<file path="config.mk">
export PLATFORM = sky130hd
export DESIGN_NAME = pep_ctrl
export DESIGN_NICKNAME = d
export VERILOG_FILES = /design/src/design/pep_pkg.sv /design/src/design/pep_ctrl.sv
export SDC_FILE = /design/constraint.sdc
export NUM_CORES = 1
export LEC_CHECK = 0
export BUFFER_PORTS_ARGS = -buffer_cell sky130_fd_sc_hd__buf_2
export CORE_ASPECT_RATIO = 1.1
export CORE_MARGIN = 4
export CORE_UTILIZATION = 45
export DETAILED_ROUTE_END_ITERATION = 10
export HOLD_SLACK_MARGIN = 0.12
export PLACE_DENSITY = 0.7
export SLEW_MARGIN = 20
export SYNTH_ARGS = -nofsm -noshare
export SYNTH_HDL_FRONTEND = slang
export SYNTH_SLANG_ARGS = --single-unit
</file>
<file path="constraint.sdc">
create_clock -name i_clk -period 4.9 [get_ports i_clk]
set_clock_uncertainty 0.2 [all_clocks]
set_input_delay 0.98 -clock i_clk [delete_from_list [all_inputs] [get_ports i_clk]]
set_output_delay 0.98 -clock i_clk [all_outputs]
set_load 0.05 [all_outputs]
</file>
<file path="src/design/pep_pkg.sv">
// ----------------------------------------------------------------------------
// pep_pkg
// Shared types, constants and the sine table builder for the particle
// emitter frame update block.
// ----------------------------------------------------------------------------
package pep_pkg;

    // store and table sizes
    localparam int MAX_PARTICLES = 64;
    localparam int SINE_ENTRIES  = 1024;   // power of two, 64..4096

    localparam int IDX_W = (MAX_PARTICLES > 1) ? $clog2(MAX_PARTICLES) : 1;
    localparam int CNT_W = $clog2(MAX_PARTICLES + 1);
    localparam int SIN_W = $clog2(SINE_ENTRIES);

    localparam logic [31:0] RNG_SEED = 32'd2463534242;
    localparam longint unsigned ONE_Q30     = 64'd1073741824;
    localparam longint unsigned HALF_PI_Q30 = 64'd1686629713;
    localparam logic [16:0] ALPHA_ONE = 17'd65536;
    localparam logic [4:0]  DIV_STEPS = 5'd16;

    // register indexes
    localparam logic [2:0] REG_EMIT_RATE    = 3'd0;
    localparam logic [2:0] REG_SPAWN_RADIUS = 3'd1;
    localparam logic [2:0] REG_SPEED_LOW    = 3'd2;
    localparam logic [2:0] REG_SPEED_HIGH   = 3'd3;
    localparam logic [2:0] REG_LIFE_LOW     = 3'd4;
    localparam logic [2:0] REG_LIFE_HIGH    = 3'd5;
    localparam logic [2:0] REG_SIZE_LOW     = 3'd6;
    localparam logic [2:0] REG_SIZE_HIGH    = 3'd7;

    typedef struct packed {
        logic        [15:0] frame_time;
        logic signed [31:0] origin_x;
        logic signed [31:0] origin_y;
        logic signed [31:0] origin_z;
    } t_in_item;

    typedef struct packed {
        logic signed [31:0] quad_left;
        logic signed [31:0] quad_right;
        logic signed [31:0] quad_bottom;
        logic signed [31:0] quad_top;
        logic signed [31:0] quad_depth;
        logic        [16:0] opacity;
        logic               final_quad;
    } t_out_item;

    // one stored particle
    typedef struct packed {
        logic [31:0] pos_x;
        logic [31:0] pos_y;
        logic [31:0] pos_z;
        logic [31:0] vel_x;
        logic [31:0] vel_y;
        logic [31:0] life_left;
        logic [31:0] life_start;
        logic [31:0] half_size;
    } t_particle;

    // datapath commands
    typedef enum logic [4:0] {
        OP_NONE,
        OP_LOAD,
        OP_ACCUM,
        OP_SP1, OP_SP2, OP_SP3, OP_SP4, OP_SP5, OP_SP6, OP_SP7, OP_SP8, OP_SP9,
        OP_AG_RD,
        OP_AG_CHK,
        OP_AG_MVRD,
        OP_AG_MVWR,
        OP_AG_UPX,
        OP_AG_UPYW,
        OP_EM_INIT,
        OP_EM_RD,
        OP_EM_LD,
        OP_EM_DIV,
        OP_EM_OUT
    } t_op;

    // datapath status back to the controller
    typedef struct packed {
        logic spawn_go;
        logic k_lt_live;
        logic dead;
        logic div_last;
        logic out_free;
    } t_status;

    typedef logic signed [17:0] t_sine_tab [SINE_ENTRIES];

    // quadrant sine, Q2.30 Taylor series, result Q2.16 (18-bit signed)
    function automatic logic signed [17:0] quarter_sine(input longint unsigned rem);
        longint unsigned x;
        longint unsigned x2;
        longint unsigned t;
        longint unsigned v;
        x  = (rem * HALF_PI_Q30) / SINE_ENTRIES;
        x2 = (x * x) >> 30;
        t  = ONE_Q30;
        t  = ONE_Q30 - ((t * x2) >> 30) / 110;
        t  = ONE_Q30 - ((t * x2) >> 30) / 72;
        t  = ONE_Q30 - ((t * x2) >> 30) / 42;
        t  = ONE_Q30 - ((t * x2) >> 30) / 20;
        t  = ONE_Q30 - ((t * x2) >> 30) / 6;
        v  = (((x * t) >> 30) + 64'd8192) >> 14;
        return $signed(v[17:0]);
    endfunction

    // full-turn sine table
    function automatic t_sine_tab build_sine();
        t_sine_tab tab;
        longint unsigned p;
        longint unsigned q;
        longint unsigned r;
        logic signed [17:0] v;
        for (int i = 0; i < SINE_ENTRIES; i++) begin
            p = 64'(4 * i);
            q = (p / SINE_ENTRIES) & 64'd3;
            r = p % SINE_ENTRIES;
            v = quarter_sine(q[0] ? (64'(SINE_ENTRIES) - r) : r);
            tab[i] = q[1] ? -v : v;
        end
        return tab;
    endfunction

endpackage

</file>
<file path="src/design/pep_ctrl.sv">
// ----------------------------------------------------------------------------
// pep_ctrl
// Sequencer for one frame tick: spawn, aging with swap-remove, emission.
// ----------------------------------------------------------------------------
module pep_ctrl import pep_pkg::*; (
    input  logic    i_clk,
    input  logic    i_rst_n,
    input  logic    i_in_valid,
    input  t_status i_status,
    output t_op     o_op,
    output logic    o_in_stall
);

    typedef enum logic [4:0] {
        S_IDLE, S_ACCUM, S_SP_HEAD,
        S_SP1, S_SP2, S_SP3, S_SP4, S_SP5, S_SP6, S_SP7, S_SP8, S_SP9,
        S_AG_HEAD, S_AG_RD, S_AG_CHK, S_AG_MVRD, S_AG_MVWR, S_AG_UPX, S_AG_UPYW,
        S_EM_INIT, S_EM_HEAD, S_EM_RD, S_EM_LD, S_EM_DIV, S_EM_OUT
    } t_state;

    t_state r_state;
    t_state n_state;

    // next state and command
    always_comb begin
        n_state = r_state;
        o_op    = OP_NONE;
        unique case (r_state)
            S_IDLE: begin
                if (i_in_valid) begin
                    o_op    = OP_LOAD;
                    n_state = S_ACCUM;
                end
            end
            S_ACCUM: begin
                o_op    = OP_ACCUM;
                n_state = S_SP_HEAD;
            end
            S_SP_HEAD: n_state = i_status.spawn_go ? S_SP1 : S_AG_HEAD;
            S_SP1: begin o_op = OP_SP1; n_state = S_SP2; end
            S_SP2: begin o_op = OP_SP2; n_state = S_SP3; end
            S_SP3: begin o_op = OP_SP3; n_state = S_SP4; end
            S_SP4: begin o_op = OP_SP4; n_state = S_SP5; end
            S_SP5: begin o_op = OP_SP5; n_state = S_SP6; end
            S_SP6: begin o_op = OP_SP6; n_state = S_SP7; end
            S_SP7: begin o_op = OP_SP7; n_state = S_SP8; end
            S_SP8: begin o_op = OP_SP8; n_state = S_SP9; end
            S_SP9: begin o_op = OP_SP9; n_state = S_SP_HEAD; end
            S_AG_HEAD: n_state = i_status.k_lt_live ? S_AG_RD : S_EM_INIT;
            S_AG_RD: begin o_op = OP_AG_RD; n_state = S_AG_CHK; end
            S_AG_CHK: begin
                o_op    = OP_AG_CHK;
                n_state = i_status.dead ? S_AG_MVRD : S_AG_UPX;
            end
            S_AG_MVRD: begin o_op = OP_AG_MVRD; n_state = S_AG_MVWR; end
            S_AG_MVWR: begin o_op = OP_AG_MVWR; n_state = S_AG_HEAD; end
            S_AG_UPX:  begin o_op = OP_AG_UPX;  n_state = S_AG_UPYW; end
            S_AG_UPYW: begin o_op = OP_AG_UPYW; n_state = S_AG_HEAD; end
            S_EM_INIT: begin o_op = OP_EM_INIT; n_state = S_EM_HEAD; end
            S_EM_HEAD: n_state = i_status.k_lt_live ? S_EM_RD : S_IDLE;
            S_EM_RD: begin o_op = OP_EM_RD; n_state = S_EM_LD; end
            S_EM_LD: begin o_op = OP_EM_LD; n_state = S_EM_DIV; end
            S_EM_DIV: begin
                o_op = OP_EM_DIV;
                if (i_status.div_last) begin
                    n_state = S_EM_OUT;
                end
            end
            S_EM_OUT: begin
                if (i_status.out_free) begin
                    o_op    = OP_EM_OUT;
                    n_state = S_EM_HEAD;
                end
            end
            default: n_state = S_IDLE;
        endcase
    end

    // state register
    always_ff @(posedge i_clk) begin
        if (!i_rst_n) begin
            r_state <= S_IDLE;
        end else begin
            r_state <= n_state;
        end
    end

    assign o_in_stall = (r_state != S_IDLE);

endmodule

</file>
==> impl_summary.md <==
Run status
The flow ran to the end, and the final reports show no timing, DRC or antenna violations.

Synthesis
The portion of synthesized cell area occupied by the leading cell type is 12.0%. Counting flops with an async set or reset pin after synthesis yields a share of 0%. For this run, the number of Yosys warnings is 0. The count of flip-flops with a built-in enable after synthesis is 0. The number of nets handed over by synthesis was 120. The register bit count reported by yosys is 5. Synthesis produced 112 cells. The number of distinct library cells after synthesis is 46. The top flip-flop cell by instance count after synthesis is sky130_fd_sc_hd__dfxtp_1. Sorting the synthesized cells by area gives the leading types as sky130_fd_sc_hd__dfxtp_1 12%, sky130_fd_sc_hd__buf_6 6.8%, sky130_fd_sc_hd__a21oi_1 6.0%, sky130_fd_sc_hd__o21ai_0 5.4%, sky130_fd_sc_hd__nand2_1 5.0%.

The largest total area in the synthesized netlist belongs to sky130_fd_sc_hd__dfxtp_1. The synthesized cell area is 831 sq um. The mean cell area of the mapped netlist is 7.42 sq um. The sequential element share of the synthesized area is 12.0%.

Final layout
The final standard cell utilization of the core is 48.9%. The flip-flop count of the largest register after layout is 5. The fraction of layout instances using a drive strength above 1 is 26.1%. The area growth from synthesis to layout is 3.61%. The largest registers in the layout are r_state x5. The number of fill cells is 189. The count of placed standard cells in the final layout, fillers left out is 137.

The final layout contains 128 nets. The repair_antennas step left the layout with diodes totalling 0. Summing all non-filler instances in the final layout gives an area of 861 sq um. Counting flops per register, the top entry is r_state.

Clock network
At the later pin of the worst-skew pair, clock insertion delay measures 0.24 ns. The number of hold buffers added after CTS was 0. The number of buffers on the longest clock path is 2. The maximum level of the CTS H-tree is 1. The clock root buffer master is sky130_fd_sc_hd__clkbuf_4. After clock tree synthesis, the setup repair step added 0 buffers.

The TritonCTS clock tree is yes. The clock-pin transition on the worst setup and hold timing paths is 0.04 ns. Clock tree synthesis inserted a total of 3 buffers.

Once the clock tree was built, the resizer swapped 0 gates to a different size. Clock tree synthesis found a total of 5 sinks.

Placement
The last weighted congestion value of the routability-driven placer is 0.824. Input and output buffers added on the ports amount to 13. After detailed placement, the total cell area comes to 835 sq um. The cell total after placement is 133. Once detailed placement completed, the half-perimeter wirelength came to 1500 um.

Timing analysis after detailed placement gives a worst setup slack of 1.86 ns.

Critical path
The kind of critical path is register to output pin. The arrival time at the worst endpoint is 2.10 ns. The startpoint kind of the worst setup timing path is a register. The kind of cell adding the most delay to the critical path is flip-flops.

Data on the critical path is required at its endpoint by 3.72 ns. Together, buffers and inverters on the worst path number 1. Walking the worst path, the cells encountered are nor2b_4, a21oi_1, nand2_1, o21ai_0, o221ai_1, buf_2. The highest fanout seen on the critical path is 22. The slack of the worst reg-to-reg path is 2.76 ns. The largest stage delay on the critical path is 0.76 ns. The slowest cell on the critical path is sky130_fd_sc_hd__dfxtp_1. The worst setup path is captured at an output pin.

Global routing
The global-route wire length before repair is 3590 um. The number of antenna violations at the first check in global routing was 0. For this run the aggregate overflow at the end of global routing stands at 0. Global routing used 17.2% of the available tracks across all layers. The number of global-route vias before repair is 757.

Entering global routing, the biggest net connects 27 pins.

Floorplanning
The number of standard-cell rows in the floorplan is 16. The die extent in x is 49.0 um. Once the floorplan was initialized, standard cells occupied 47.2% of the core. The placeable core region is 1760 sq um. The I/O pin count is 14. The die boundary height is 53.1 um. The die covers 2600 sq um.

Power and ir drop
In this run the power density over the cells is 650 nW/um^2. The leakage power of the design is 0.318 nW. IR analysis of the VDD net gives a maximum drop of 0.350 mV. Total power for the finished layout comes to 0.560 mW.

Timing
The post-route worst hold slack is 0.507 ns. The relative slew slack is 40.3%. The minimum clock period after layout is 3.28 ns. At the pin with the least slew margin, the transition time is 0.895 ns. After layout, the worst path uses 67.0% of the clock period. The final count of hold timing violations is 0. The count of pins over their slew limit is 0. For the final routed database, the setup TNS stands at 0 ns. Setup repair after global routing left no endpoint under its margin.

Setup violations remaining at the end of the flow were counted as 0. The maximum clock rate is 305 MHz. The post-route worst setup slack is 1.62 ns.

Drt
Before antenna repair, the detailed router went through 4 iterations. Summing over every cut layer, the via total after detailed routing is 867. The post-route antenna net violation count is 0. The DRC violation total after the first TritonRoute iteration is 25.

Using the TritonRoute via totals, the vias-per-cell ratio works out to 6.33. In the final routed layout, each cell accounts on average for 15.7 um. The number of remaining DRC errors is 0. The total routed wirelength is 2160 um.

Min path
The kind of path behind the tightest hold check is register to register.

Flow run
The max-capacitance violation count is 0.
-- area by class of cell --
| class | count | area, sq um | area share (%) |
|---|---|---|---|
| clock buffers | 4 | 26.3 | 3.05 |
| inverters | 3 | 11.3 | 1.31 |
| multi-input cells | 93 | 628 | 73.0 |
| well taps | 18 | 22.5 | 2.62 |
| flip-flops and latches | 5 | 100 | 11.6 |
| repair buffers | 14 | 72.6 | 8.43 |
-- cell families (layout without fill, tap and decap cells) --
logic type      count (synthesis)  count (layout)  synth area share [%]
simple gates                   52              52                  40.4
xor+xnor                        1               1                  1.05
mux                             3               3                  3.92
buf+inv                        14              21                  12.3
flops                           5               5                  12.0
compound gates                 37              37                  30.3
-- power breakdown --
group          switching [mW]  internal, mW  total, mW
Combinational           0.257         0.135      0.392
Sequential             0.0651        0.0535      0.119
Clock                  0.0181        0.0309     0.0489
-- synth_stat cells, types with 3 or more instances --
library cell	instances
sky130_fd_sc_hd__nand2_1	11
sky130_fd_sc_hd__nor2_1	11
sky130_fd_sc_hd__a21oi_1	10
sky130_fd_sc_hd__o21ai_0	9
sky130_fd_sc_hd__buf_6	5
sky130_fd_sc_hd__dfxtp_1	5
sky130_fd_sc_hd__nor2b_1	5
sky130_fd_sc_hd__buf_2	4
sky130_fd_sc_hd__nand3_1	4
sky130_fd_sc_hd__nor3_1	3
-- cell usage in the layout, fill, tap and decap left out, drive strengths merged --
| cell type | synthesis | routed |
|---|---|---|
| dfxtp | 5 | 5 |
| a31oi | 2 | 2 |
| o32ai | 2 | 2 |
| nand2 | 11 | 11 |
| nand4 | 2 | 2 |
| a311oi | 1 | 1 |
| mux2i | 1 | 1 |
| nor2 | 12 | 12 |
| xnor2 | 1 | 1 |
| o311ai | 1 | 1 |
| a211oi | 2 | 2 |
| nor4 | 2 | 2 |
| o22a | 1 | 1 |
| o31ai | 2 | 2 |
| nand4b | 1 | 1 |
| and2b | 1 | 1 |
| nor3 | 4 | 4 |
| and2 | 1 | 1 |
| buf | 11 | 14 |
| inv | 3 | 3 |
| o21ai | 9 | 9 |
| nor3b | 1 | 1 |
| nand2b | 2 | 2 |
| o211ai | 2 | 2 |
| o311a | 1 | 1 |
| clkbuf | 0 | 4 |
| a21oi | 10 | 10 |
| a211o | 1 | 1 |
| and4 | 1 | 1 |
| o221ai | 1 | 1 |
| a31o | 1 | 1 |
| nand3 | 4 | 4 |
| nand3b | 3 | 3 |
| nor2b | 6 | 6 |
| a21boi | 1 | 1 |
| mux2 | 2 | 2 |
| or3 | 1 | 1 |
-- routing by layer --
layer	vias up	wire [um]	track usage, %
met3	2	134	5.07
met1	404	998	25.0
met4	0	21	3.59
met5	-	0	0
li1	429	-	-
met2	32	1000	24.6
-- worst paths after layout --
kind | startpoint | to | cells past startpoint
worst max-delay path | r_state[4] | o_op[1] | 6
worst min-delay path | r_state[1] | r_state[4] | 2
worst max register to register | r_state[3] | r_state[0] | 5
worst min register to register | r_state[1] | r_state[4] | 2
-- worst reg2reg max path: cells and delay by family, from the launching register on --
kind	cells	cell delay, ns
flip-flops	1	0.90
AO/OA/AOI/OAI	2	0.42
AND/OR/NAND/NOR	3	0.55
(Power assumes the default switching activity.)
